<file path="config.mk">
export PLATFORM = sky130hd
export DESIGN_NAME = fva_mul
export DESIGN_NICKNAME = d
export VERILOG_FILES = /design/src/fva_pkg.sv /design/src/fva_mul.sv
export SDC_FILE = /design/constraint.sdc
export NUM_CORES = 2
export LEC_CHECK = 0
export BUFFER_PORTS_ARGS = -buffer_cell sky130_fd_sc_hd__clkbuf_2
export CAP_MARGIN = 30
export CORE_MARGIN = 2
export CORE_UTILIZATION = 55
export CTS_CLUSTER_SIZE = 14
export DETAILED_ROUTE_END_ITERATION = 7
export HOLD_SLACK_MARGIN = 0.06
export PLACE_DENSITY = 0.74
export SLEW_MARGIN = 10
export SYNTH_ARGS = -nofsm -noshare
export SYNTH_HDL_FRONTEND = slang
export SYNTH_SLANG_ARGS = --single-unit
</file>
<file path="constraint.sdc">
create_clock -name clk_i -period 13 [get_ports clk_i]
set_input_delay 1.95 -clock clk_i [delete_from_list [all_inputs] [get_ports clk_i]]
set_output_delay 1.95 -clock clk_i [all_outputs]
set_load 0.02 [all_outputs]
</file>
<file path="src/fva_pkg.sv">
// ----------------------------------------------------------------------------
// fva_pkg: shared types, constants and float helpers
// Request and response structs, operation codes and the binary32 unpack,
// leading-zero count and round-and-pack functions used by the units.
// ----------------------------------------------------------------------------
`default_nettype none

package fva_pkg;

  typedef enum logic [4:0] {
    OP_MULF   = 5'd0,
    OP_DOT    = 5'd1,
    OP_FV     = 5'd2,
    OP_VF     = 5'd3,
    OP_DIVF   = 5'd4,
    OP_ADDF   = 5'd5,
    OP_ADDV   = 5'd6,
    OP_SUBF   = 5'd7,
    OP_SUBV   = 5'd8,
    OP_EQF    = 5'd9,
    OP_EQV    = 5'd10,
    OP_EQBITS = 5'd11,
    OP_NEF    = 5'd12,
    OP_NEV    = 5'd13,
    OP_NEBITS = 5'd14,
    OP_LE     = 5'd15,
    OP_GE     = 5'd16,
    OP_LT     = 5'd17,
    OP_GT     = 5'd18,
    OP_NOTF   = 5'd19,
    OP_NOTV   = 5'd20,
    OP_AND    = 5'd21,
    OP_OR     = 5'd22,
    OP_BITAND = 5'd23,
    OP_BITOR  = 5'd24
  } op_e;

  localparam logic [31:0] ONE_BITS  = 32'h3F80_0000;
  localparam logic [31:0] QNAN_BITS = 32'h7FC0_0000;

  localparam int PIPE_DEPTH    = 12;
  localparam int DIV_PER_STAGE = 3;
  localparam int DIV_STAGES    = 9;

  typedef struct packed {
    logic [4:0]  req_type;
    logic [31:0] a_x;
    logic [31:0] a_y;
    logic [31:0] a_z;
    logic [31:0] b_x;
    logic [31:0] b_y;
    logic [31:0] b_z;
  } req_t;

  typedef struct packed {
    logic [31:0] r_x;
    logic [31:0] r_y;
    logic [31:0] r_z;
  } rsp_t;

  // Operand with subnormals normalized so that man[23] is set unless zero.
  typedef struct packed {
    logic               sign;
    logic signed [9:0]  exp;
    logic [23:0]        man;
    logic               nan;
    logic               inf;
    logic               zero;
  } unp_t;

  function automatic logic [5:0] lzc32(input logic [31:0] x);
    logic [5:0] n;
    n = 6'd32;
    for (int i = 0; i < 32; i++) begin
      if (x[i]) begin
        n = 6'(31 - i);
      end
    end
    return n;
  endfunction

  function automatic unp_t unpack(input logic [31:0] b);
    unp_t       u;
    logic [5:0] lz;
    u.sign = b[31];
    u.nan  = (b[30:23] == 8'hFF) && (b[22:0] != 23'h0);
    u.inf  = (b[30:23] == 8'hFF) && (b[22:0] == 23'h0);
    u.zero = (b[30:0] == 31'h0);
    lz     = lzc32({b[22:0], 9'h0});
    if (b[30:23] == 8'h00) begin
      u.man = 24'({1'b0, b[22:0]} << (lz + 6'd1));
      u.exp = -$signed({4'b0000, lz});
    end else begin
      u.man = {1'b1, b[22:0]};
      u.exp = $signed({2'b00, b[30:23]});
    end
    return u;
  endfunction

  // sig[26] is the leading one, sig[2:0] are guard, round and sticky.
  // Handles overflow to infinity, gradual underflow and round to nearest even.
  function automatic logic [31:0] round_pack(input logic sign,
                                             input logic signed [9:0] exp,
                                             input logic [26:0] sig);
    logic [26:0] s;
    logic [26:0] mask;
    logic [9:0]  sh;
    logic [7:0]  ef;
    logic        inc;
    logic [30:0] body;
    logic [31:0] r;
    s    = sig;
    ef   = exp[7:0];
    mask = '0;
    sh   = '0;
    if (exp >= 10'sd255) begin
      r = {sign, 8'hFF, 23'h0};
    end else begin
      if (exp <= 10'sd0) begin
        sh = 10'(10'sd1 - exp);
        ef = 8'h00;
        if (sh >= 10'd27) begin
          s = {26'h0, |sig};
        end else begin
          mask = (27'd1 << sh[4:0]) - 27'd1;
          s    = sig >> sh[4:0];
          s[0] = s[0] | (|(sig & mask));
        end
      end
      inc  = s[2] & (s[3] | s[1] | s[0]);
      body = {ef, s[25:3]} + {30'h0, inc};
      r    = {sign, body};
    end
    return r;
  endfunction

endpackage

`default_nettype wire

</file>
<file path="src/fva_mul.sv">
// ----------------------------------------------------------------------------
// fva_mul: three-stage binary32 multiplier
// Unpack and normalize, 24x24 product, then normalize and round.
// ----------------------------------------------------------------------------
`default_nettype none

module fva_mul
  import fva_pkg::*;
(
  input  wire logic        clk_i,
  input  wire logic        en_i,
  input  wire logic [31:0] a_i,
  input  wire logic [31:0] b_i,
  output logic [31:0]      r_o
);

  unp_t              ua_q, ub_q;
  logic              sign_q, nan_q, inf_q, zero_q;
  logic signed [9:0] exp_q;
  logic [47:0]       prod_q;
  logic [31:0]       r_q, r_d;
  logic [26:0]       sig;
  logic signed [9:0] exp_n;

  always_ff @(posedge clk_i) begin
    if (en_i) begin
      ua_q   <= unpack(a_i);
      ub_q   <= unpack(b_i);
      sign_q <= ua_q.sign ^ ub_q.sign;
      nan_q  <= ua_q.nan | ub_q.nan | (ua_q.inf & ub_q.zero) | (ua_q.zero & ub_q.inf);
      inf_q  <= ua_q.inf | ub_q.inf;
      zero_q <= ua_q.zero | ub_q.zero;
      exp_q  <= ua_q.exp + ub_q.exp - 10'sd127;
      prod_q <= ua_q.man * ub_q.man;
      r_q    <= r_d;
    end
  end

  always_comb begin
    if (prod_q[47]) begin
      sig   = {prod_q[47:22], |prod_q[21:0]};
      exp_n = exp_q + 10'sd1;
    end else begin
      sig   = {prod_q[46:21], |prod_q[20:0]};
      exp_n = exp_q;
    end
    if (nan_q) begin
      r_d = QNAN_BITS;
    end else if (inf_q) begin
      r_d = {sign_q, 8'hFF, 23'h0};
    end else if (zero_q) begin
      r_d = {sign_q, 31'h0};
    end else begin
      r_d = round_pack(sign_q, exp_n, sig);
    end
  end

  assign r_o = r_q;

endmodule

`default_nettype wire

</file>
==> flow_summary.ini <==
[status]
status = complete, no violations

[synth]
synthesis.nets = 4228
synth_area_leaders = fa_1 (30%), edfxtp_1 (16%), ha_1 (7.7%)
yosysSeqAreaShare = 0.159
synth_edf_count = 170
syn_area_per_cell_um2 = 9.25
synthesis.instances = 3480
synth_cell_type_count = 89
synthMostInstantiatedCell = inv_1
async_reset_ff_frac = 0
synth_seq_cells = 170
synth-main-ff-cell = edfxtp_1
syn_area_um2 = 32200
synth_top_area_frac = 0.300
synthTopCellsByCount = inv_1 (587), fa_1 (483), nand2_1 (424)
synth_top_area_cell = fa_1
synth_warnings = 0

[sta]
relSlewSlack = 0.348
fin_skew_ns = 0.0135
tightest_slew_ns = 0.977
setup_tns_ns = 0
setup_viol = 0
min_period_over_period = 0.634
slew_violations = 0
final_hold_viol_count = 0
max_freq_mhz = 121
post-route-min-period_ns = 8.24
grt_setup_unrepaired = no

[die]
ios = 98
dieWidth_um = 246
fp.dieH_um = 246
rows = 88
initial_utilization = 0.557
design.core.area_um2 = 57800
die_area_um2 = 60500

[worst_setup_path]
r2r-start = ub_q[7]
cp.depth = 26
cpLargestDelayFamily = adder cells
crit_path_end_kind = flip-flop
path_buf_inv = 8
crit_path_start_kind = flip-flop
arrival_ns = 8.48
r2r_end = prod_q[46]
crit_path_max_incr_delay_ns = 0.95
cp_max_fo = 24
cp_common_cell = inv_1
r2r_cells = 26
r2r_slack_ns = 4.76
worstPathRequired_ns = 13.24
slowest_stage = edfxtp_1
path_class = reg2reg

[drt]
wl_per_cell_um = 20.5
ant_nets = 0
vias_per_cell = 5.93
firstDrtPassIters = 6
vias = 25250
post-route-drc-count = 0
drt_first_iter_violations = 2122
routed_wl_mm = 87.5

[finish]
diodes = 0
finish.net_count = 4231
area_delta_synth_final_pct = 5.81
fillCellCount = 5022
drive_above_1_share = 0.0904

[clocking]
cts_resized = 0
clock_latency_ns = 0.49
cts_root_buf = clkbuf_16
cts_tree = built
post-cts-setup-buffers = 0
ctsHoldBuffers = 0
clk_path_buf_depth = 2
clk_transition_reported_paths_ns = 0.07
cts_buffers = 17
clkSinkCount = 170
cts.htree.levels = 4

[place]
gp_congestion = 1.01
port_buffers = 97
dp_hpwl_mm = 66.4

[global_routing]
grt_pass1_vias = 25453
antenna_found_initial = 0
grt_max_degree = 100
grt.total_usage = 0.299
grt_pass1_wl_mm = 140
grt.overflow.total = 0

[hold_path]
min_path_cells = 2
worstHoldStart = ub_q[1]
hold_end = nan_q
hp-class = reg2reg

[flow_run]
maxCapViolCount = 0
-- worst min-delay path, cell delays in order (launching register included) --
cell	delay (ns)
edfxtp_1	0.34
nand2_1	0.05
nand2_1	0.04
-- per-stage QoR --
step | hold slack (ns) | utilization | area (um^2) | setup slack, ns | cells
floorplan | 0.489 | - | 32200 | 5.89 | 3480
global placement | 0.497 | 0.577 | 33400 | 5.01 | 4225
detailed placement | 0.520 | 0.578 | 33400 | 4.82 | 4226
CTS | 0.537 | 0.588 | 34000 | 4.79 | 4258
global route | 0.551 | 0.589 | 34100 | 4.20 | 4261
finish | 0.532 | 0.589 | 34100 | 4.76 | 4261
-- per-layer routing --
metal	vias to the layer above	share of wire	track usage
met2	1176	0.47	0.477
met3	192	0.091	0.0648
met5	-	0	0
met1	12520	0.41	0.398
met4	0	0.037	0.117
li1	11362	-	-
-- placed cells by master (no fill, tap or decap), types with 61 or more instances in the layout --
| master | n |
|---|---|
| nor2_1 | 156 |
| mux2i_1 | 118 |
| edfxtp_1 | 170 |
| inv_1 | 587 |
| o21ai_0 | 74 |
| a21oi_1 | 98 |
| ha_1 | 199 |
| buf_4 | 61 |
| nand2_1 | 424 |
| and2_1 | 302 |
| clkbuf_2 | 96 |
| fa_1 | 483 |
| xnor2_1 | 65 |
-- worst max-delay path by stage --
stage                  from    endpoint  slack (ns)
detailed placement  ub_q[6]  prod_q[46]        4.82
CTS                 ub_q[6]  prod_q[46]        4.79
floorplan           ub_q[6]  prod_q[46]        5.89
finish              ub_q[7]  prod_q[46]        4.76
global route        ub_q[6]  prod_q[46]        4.20
global placement    ub_q[6]  prod_q[46]        5.01
-- state kept, by name (all words and copies together) (netlist names) --
signal	count
ua_q	38
sign_q	1
ub_q	38
nan_q	1
inf_q	1
exp_q	10
prod_q	48
r_o	32
zero_q	1
-- cell families after synthesis --
| logic type | after synthesis | synth area share |
|---|---|---|
| AOI/OAI and AO/OA | 435 | 0.0927 |
| DFF | 170 | 0.159 |
| xor gates and xnor gates | 94 | 0.0263 |
| muxes | 193 | 0.0771 |
| adders and majority gates | 682 | 0.378 |
| buffers and inverters | 766 | 0.0909 |
| and+or+nand+nor | 1140 | 0.177 |
-- layout make-up --
cell class	count	area (um^2)	area share
timing repair buffer	162	1010	0.0297
multi-input combinational	2544	24200	0.710
inverter	588	2210	0.0648
tap	765	957	0.0281
clock inverter	15	184	0.00540
clock buffer	17	425	0.0125
sequential	170	5100	0.150
Power is left out: the tool's default activity adds up to more than one toggle a clock period on the data nets, which glitch-free logic cannot reach.
