==> src/fva_pkg.sv <==
// ----------------------------------------------------------------------------
// fva_pkg: shared types, constants and float helpers
// Request and response structs, operation codes and the binary32 unpack,
// leading-zero count and round-and-pack functions used by the units.
// ----------------------------------------------------------------------------
`default_nettype none

package fva_pkg;

  typedef enum logic [4:0] {
    OP_MULF   = 5'd0,
    OP_DOT    = 5'd1,
    OP_FV     = 5'd2,
    OP_VF     = 5'd3,
    OP_DIVF   = 5'd4,
    OP_ADDF   = 5'd5,
    OP_ADDV   = 5'd6,
    OP_SUBF   = 5'd7,
    OP_SUBV   = 5'd8,
    OP_EQF    = 5'd9,
    OP_EQV    = 5'd10,
    OP_EQBITS = 5'd11,
    OP_NEF    = 5'd12,
    OP_NEV    = 5'd13,
    OP_NEBITS = 5'd14,
    OP_LE     = 5'd15,
    OP_GE     = 5'd16,
    OP_LT     = 5'd17,
    OP_GT     = 5'd18,
    OP_NOTF   = 5'd19,
    OP_NOTV   = 5'd20,
    OP_AND    = 5'd21,
    OP_OR     = 5'd22,
    OP_BITAND = 5'd23,
    OP_BITOR  = 5'd24
  } op_e;

  localparam logic [31:0] ONE_BITS  = 32'h3F80_0000;
  localparam logic [31:0] QNAN_BITS = 32'h7FC0_0000;

  localparam int PIPE_DEPTH    = 12;
  localparam int DIV_PER_STAGE = 3;
  localparam int DIV_STAGES    = 9;

  typedef struct packed {
    logic [4:0]  req_type;
    logic [31:0] a_x;
    logic [31:0] a_y;
    logic [31:0] a_z;
    logic [31:0] b_x;
    logic [31:0] b_y;
    logic [31:0] b_z;
  } req_t;

  typedef struct packed {
    logic [31:0] r_x;
    logic [31:0] r_y;
    logic [31:0] r_z;
  } rsp_t;

  // Operand with subnormals normalized so that man[23] is set unless zero.
  typedef struct packed {
    logic               sign;
    logic signed [9:0]  exp;
    logic [23:0]        man;
    logic               nan;
    logic               inf;
    logic               zero;
  } unp_t;

  function automatic logic [5:0] lzc32(input logic [31:0] x);
    logic [5:0] n;
    n = 6'd32;
    for (int i = 0; i < 32; i++) begin
      if (x[i]) begin
        n = 6'(31 - i);
      end
    end
    return n;
  endfunction

  function automatic unp_t unpack(input logic [31:0] b);
    unp_t       u;
    logic [5:0] lz;
    u.sign = b[31];
    u.nan  = (b[30:23] == 8'hFF) && (b[22:0] != 23'h0);
    u.inf  = (b[30:23] == 8'hFF) && (b[22:0] == 23'h0);
    u.zero = (b[30:0] == 31'h0);
    lz     = lzc32({b[22:0], 9'h0});
    if (b[30:23] == 8'h00) begin
      u.man = 24'({1'b0, b[22:0]} << (lz + 6'd1));
      u.exp = -$signed({4'b0000, lz});
    end else begin
      u.man = {1'b1, b[22:0]};
      u.exp = $signed({2'b00, b[30:23]});
    end
    return u;
  endfunction

  // sig[26] is the leading one, sig[2:0] are guard, round and sticky.
  // Handles overflow to infinity, gradual underflow and round to nearest even.
  function automatic logic [31:0] round_pack(input logic sign,
                                             input logic signed [9:0] exp,
                                             input logic [26:0] sig);
    logic [26:0] s;
    logic [26:0] mask;
    logic [9:0]  sh;
    logic [7:0]  ef;
    logic        inc;
    logic [30:0] body;
    logic [31:0] r;
    s    = sig;
    ef   = exp[7:0];
    mask = '0;
    sh   = '0;
    if (exp >= 10'sd255) begin
      r = {sign, 8'hFF, 23'h0};
    end else begin
      if (exp <= 10'sd0) begin
        sh = 10'(10'sd1 - exp);
        ef = 8'h00;
        if (sh >= 10'd27) begin
          s = {26'h0, |sig};
        end else begin
          mask = (27'd1 << sh[4:0]) - 27'd1;
          s    = sig >> sh[4:0];
          s[0] = s[0] | (|(sig & mask));
        end
      end
      inc  = s[2] & (s[3] | s[1] | s[0]);
      body = {ef, s[25:3]} + {30'h0, inc};
      r    = {sign, body};
    end
    return r;
  endfunction

endpackage

`default_nettype wire

==> src/fva_div.sv <==
// ----------------------------------------------------------------------------
// fva_div: pipelined binary32 divider
// Restoring division, a fixed number of quotient bits per stage, then round.
// ----------------------------------------------------------------------------
`default_nettype none

module fva_div
  import fva_pkg::*;
(
  input  wire logic        clk_i,
  input  wire logic        en_i,
  input  wire logic [31:0] a_i,
  input  wire logic [31:0] b_i,
  output logic [31:0]      r_o
);

  typedef struct packed {
    logic              sign;
    logic signed [9:0] exp;
    logic              nan;
    logic              inf;
    logic              zero;
  } dctl_t;

  unp_t        ua_q, ub_q;
  logic        lt;
  dctl_t       ctl_q  [DIV_STAGES+1];
  logic [24:0] rem_q  [DIV_STAGES+1];
  logic [26:0] quo_q  [DIV_STAGES+1];
  logic [23:0] dvs_q  [DIV_STAGES+1];
  logic [24:0] rem_d  [DIV_STAGES];
  logic [26:0] quo_d  [DIV_STAGES];
  logic [26:0] sig;
  logic [31:0] r_q, r_d;

  assign lt = ua_q.man < ub_q.man;

  always_ff @(posedge clk_i) begin
    if (en_i) begin
      ua_q          <= unpack(a_i);
      ub_q          <= unpack(b_i);
      ctl_q[0].sign <= ua_q.sign ^ ub_q.sign;
      ctl_q[0].exp  <= ua_q.exp - ub_q.exp + 10'sd127 - $signed({9'h0, lt});
      ctl_q[0].nan  <= ua_q.nan | ub_q.nan | (ua_q.zero & ub_q.zero) | (ua_q.inf & ub_q.inf);
      ctl_q[0].inf  <= ua_q.inf | ub_q.zero;
      ctl_q[0].zero <= ua_q.zero | ub_q.inf;
      rem_q[0]      <= lt ? {ua_q.man, 1'b0} : {1'b0, ua_q.man};
      quo_q[0]      <= '0;
      dvs_q[0]      <= ub_q.man;
      r_q           <= r_d;
    end
  end

  for (genvar s = 0; s < DIV_STAGES; s++) begin : g_step
    always_comb begin
      logic [24:0] r;
      logic [26:0] q;
      r = rem_q[s];
      q = quo_q[s];
      for (int j = 0; j < DIV_PER_STAGE; j++) begin
        if (r >= {1'b0, dvs_q[s]}) begin
          r = r - {1'b0, dvs_q[s]};
          q = {q[25:0], 1'b1};
        end else begin
          q = {q[25:0], 1'b0};
        end
        r = {r[23:0], 1'b0};
      end
      rem_d[s] = r;
      quo_d[s] = q;
    end

    always_ff @(posedge clk_i) begin
      if (en_i) begin
        ctl_q[s+1] <= ctl_q[s];
        rem_q[s+1] <= rem_d[s];
        quo_q[s+1] <= quo_d[s];
        dvs_q[s+1] <= dvs_q[s];
      end
    end
  end

  always_comb begin
    sig = {quo_q[DIV_STAGES][26:1], quo_q[DIV_STAGES][0] | (rem_q[DIV_STAGES] != 25'h0)};
    if (ctl_q[DIV_STAGES].nan) begin
      r_d = QNAN_BITS;
    end else if (ctl_q[DIV_STAGES].inf) begin
      r_d = {ctl_q[DIV_STAGES].sign, 8'hFF, 23'h0};
    end else if (ctl_q[DIV_STAGES].zero) begin
      r_d = {ctl_q[DIV_STAGES].sign, 31'h0};
    end else begin
      r_d = round_pack(ctl_q[DIV_STAGES].sign, ctl_q[DIV_STAGES].exp, sig);
    end
  end

  assign r_o = r_q;

endmodule

`default_nettype wire

==> config.mk <==
export PLATFORM = sky130hd
export DESIGN_NAME = fva_div
export DESIGN_NICKNAME = d
export VERILOG_FILES = /design/src/fva_pkg.sv /design/src/fva_div.sv
export SDC_FILE = /design/constraint.sdc
export NUM_CORES = 2
export LEC_CHECK = 0
export ABC_AREA = 1
export BUFFER_PORTS_ARGS = -buffer_cell sky130_fd_sc_hd__buf_2
export CAP_MARGIN = 20
export CORE_UTILIZATION = 55
export DETAILED_ROUTE_END_ITERATION = 8
export PLACE_DENSITY = 0.76
export SETUP_SLACK_MARGIN = 0.5
export SYNTH_ARGS = -nofsm -noshare
export SYNTH_HDL_FRONTEND = slang
export SYNTH_SLANG_ARGS = --single-unit
==> constraint.sdc <==
create_clock -name clk_i -period 7.3 [get_ports clk_i]
set_input_delay 0.365 -clock clk_i [delete_from_list [all_inputs] [get_ports clk_i]]
set_output_delay 0.365 -clock clk_i [all_outputs]
set_load 0.05 [all_outputs]
==> flow_metrics.env <==
export IMPL_vias_per_cell=5.896
export IMPL_start_kind="flop"
export IMPL_cts_sinks=840
export IMPL_die_w_um=358.9
export IMPL_gp_congestion=1.006
export IMPL_cts_inserted_buffers=94
export IMPL_portBuffers=97
export IMPL_fin_nets=10850
export IMPL_synth_edf_count=840
export IMPL_grt_pass1_vias=63680
export IMPL_hold_path_class="in2reg"
export IMPL_grt_antenna_before_repair=7
export IMPL_async_reset_ff_share_pct=0
export IMPL_netlist_instances=8779
export IMPL_dr_pass1_iters=6
export IMPL_dp_hpwl_mm=168.9
export IMPL_fin_crit_ns=7.244
export IMPL_drt_iter0_drc=7148
export IMPL_h_tree_depth=3
export IMPL_crit_slowest_cell="or4_4"
export IMPL_post_place_cells=11070
export IMPL_synth_most_common_cell="nand2_1"
export IMPL_synth_seq_cells=840
export IMPL_grt_max_degree=198
export IMPL_avgSynthCellArea_um2=7.980
export IMPL_slew_headroom_pct=24.09
export IMPL_max_stage_delay_ns=0.50
export IMPL_yosysTopAreaCellShare_pct=36.00
export IMPL_initial_core_util_pct=55.58
export IMPL_hold_violations=0
export IMPL_die_area_mm2=0.1288
export IMPL_yosysUniqueCellTypes=87
export IMPL_grt_pass1_wl_mm=344.7
export IMPL_overflow=0
export IMPL_root_buffer="clkbuf_16"
export IMPL_die_y_um=358.9
export IMPL_synth_ff_type="edfxtp_1"
export IMPL_max_slew_worst_pin_slew_ns=1.139
export IMPL_status="complete, no violations"
export IMPL_area_growth_syn_to_layout_pct=31.40
export IMPL_synth_area_mm2=0.07006
export IMPL_crit_type="reg2reg"
export IMPL_clock_fmax_mhz=138.0
export IMPL_fin_skew_ns=0.03596
export IMPL_cp_max_fo=4
export IMPL_antennaDiodeCount=0
export IMPL_final_cells=11810
export IMPL_vias=69640
export IMPL_synth_area_leaders="edfxtp_1 (36%), ha_1 (12%), nand2_1 (12%)"
export IMPL_crit_required_ns=7.75
export IMPL_wl_per_cell_um=20.11
export IMPL_period_share_pct=99.23
export IMPL_cts_tree="yes"
export IMPL_syn_nets=9541
export IMPL_worstSetupEndpointType="flop"
export IMPL_drc=0
export IMPL_cts_clk_slew_worst_paths_ns=0.07
export IMPL_synthTopCellsByCount="nand2_1 (2252), inv_1 (859), edfxtp_1 (840)"
export IMPL_cpMostUsedCell="buf_4"
export IMPL_maxCapViolations=0
export IMPL_rrSetupSlack_ns=0.06
export IMPL_drive_above_1_share_pct=28.61
export IMPL_fp_row_count=130
export IMPL_drt_wl_total_mm=237.5
export IMPL_finalSetupViolCount=0
export IMPL_clkLatencyLatePin_ns=0.71
export IMPL_cts_buffer_depth=3
export IMPL_rsz0062_at_grt="yes"
export IMPL_yosysWarnings=0
export IMPL_grt_total_usage_pct=33.38
export IMPL_cp_data_arrival_time_ns=7.69
export IMPL_yosysTopAreaCell="edfxtp_1"
export IMPL_ios=98
export IMPL_antenna_left=0
export IMPL_ys_seq_area_share_pct=36.00
export IMPL_core_area_mm2=0.1261
export IMPL_slew_viol_final=0
-- registers in the layout, indices dropped and copies added (netlist names) --
name and count:
r_o 32, quo_q 135, ua_q 38, ub_q 38, ctl_q 140, rem_q 241, dvs_q 216
-- logic make-up (layout without fill, tap and decap cells) --
group,after synthesis,after routing,share of synthesized area (%)
AOI/OAI and AO/OA,1917,1917,15.49
buffers and inverters,1108,2490,6.526
xor gates and xnor gates,615,615,7.688
DFF,840,840,36.00
muxes,5,5,0.07144
adders and majority gates,696,696,12.56
and+or+nand+nor,3598,3599,21.66
-- worst max-delay path, delay by kind of cell, from the launching register on --
kind	cells	cell delay (ns)
buffers and inverters	16	1.96
AOI/OAI and AO/OA	13	1.94
and+or+nand+nor	11	1.66
adders and majority gates	3	0.73
DFF	1	0.45
xor gates and xnor gates	1	0.20
-- stage by stage --
step           cell area, µm²  worst slack [ns]  hold WS (ns)  setup TNS (ns)  utilization, %
4_1_cts                 85000            0.3749      0.004864               0           67.43
3_5_place_dp            77420           -0.6339        0.4045          -27.94           61.42
5_1_grt                 92060           -0.1382       0.02274          -7.189           73.03
3_3_place_gp            77420           -0.6252        0.4003          -15.20           61.42
2_1_floorplan           70150            0.4992        0.4003               0               -
6_report                92060           0.05592       0.04874               0           73.03
-- path summary, 6_finish.rpt --
kind	end	start	cells after the start
hold reg to reg	ctl_q[2][7]	ctl_q[1][7]	0
setup reg to reg	rem_q[2][6]	dvs_q[1][5]	44
hold / removal	ub_q[29]	b_i[25]	3
setup / recovery	rem_q[2][6]	dvs_q[1][5]	44
-- final cells by class --
| cell class | count | area (µm²) |
|---|---|---|
| multi-input cells | 6832 | 46340 |
| fillers | 9183 | 34000 |
| flip-flops and latches | 840 | 25220 |
| repair buffers | 1410 | 11690 |
| inverters | 898 | 3517 |
| clock buffers | 108 | 2511 |
| well taps | 1650 | 2064 |
| clock inverters | 67 | 664.4 |
| repair inverters | 7 | 53.80 |
-- routing by layer --
layer / part of all wire [%] / GRT usage (%) / wire length, µm / vias to the layer above
li1: - / - / - / 32980
met1: 41 / 45.08 / 98320 / 32800
met2: 46 / 54.31 / 109800 / 3156
met3: 7.3 / 3.962 / 17410 / 696
met4: 5.0 / 13.88 / 11940 / 6
met5: 0.018 / 0 / 42 / -
-- timing repair --
item,4_1_cts,5_1_grt
pin swaps,186,455
endpoints found under the setup margin,225,225
hold buffers,14,0
cloned,19,22
gates resized for setup,517,1185
endpoints found under the hold margin,14,0
setup buffers,257,259
-- placed cells by master (no fill, tap or decap), types with 227 or more instances in the layout --
master | synthesis | layout
xor2_1 | 300 | 298
nand2_1 | 2252 | 1965
o21ai_0 | 689 | 446
xnor2_1 | 315 | 311
buf_4 | 27 | 1183
nand3_1 | 552 | 519
nand2_2 | 19 | 227
ha_1 | 684 | 479
edfxtp_1 | 840 | 840
inv_1 | 859 | 728
nor2_1 | 436 | 403
a21oi_1 | 736 | 575
Power is not shown: default switching activity piles up to over one toggle a cycle in this logic, so the estimate is an artifact.
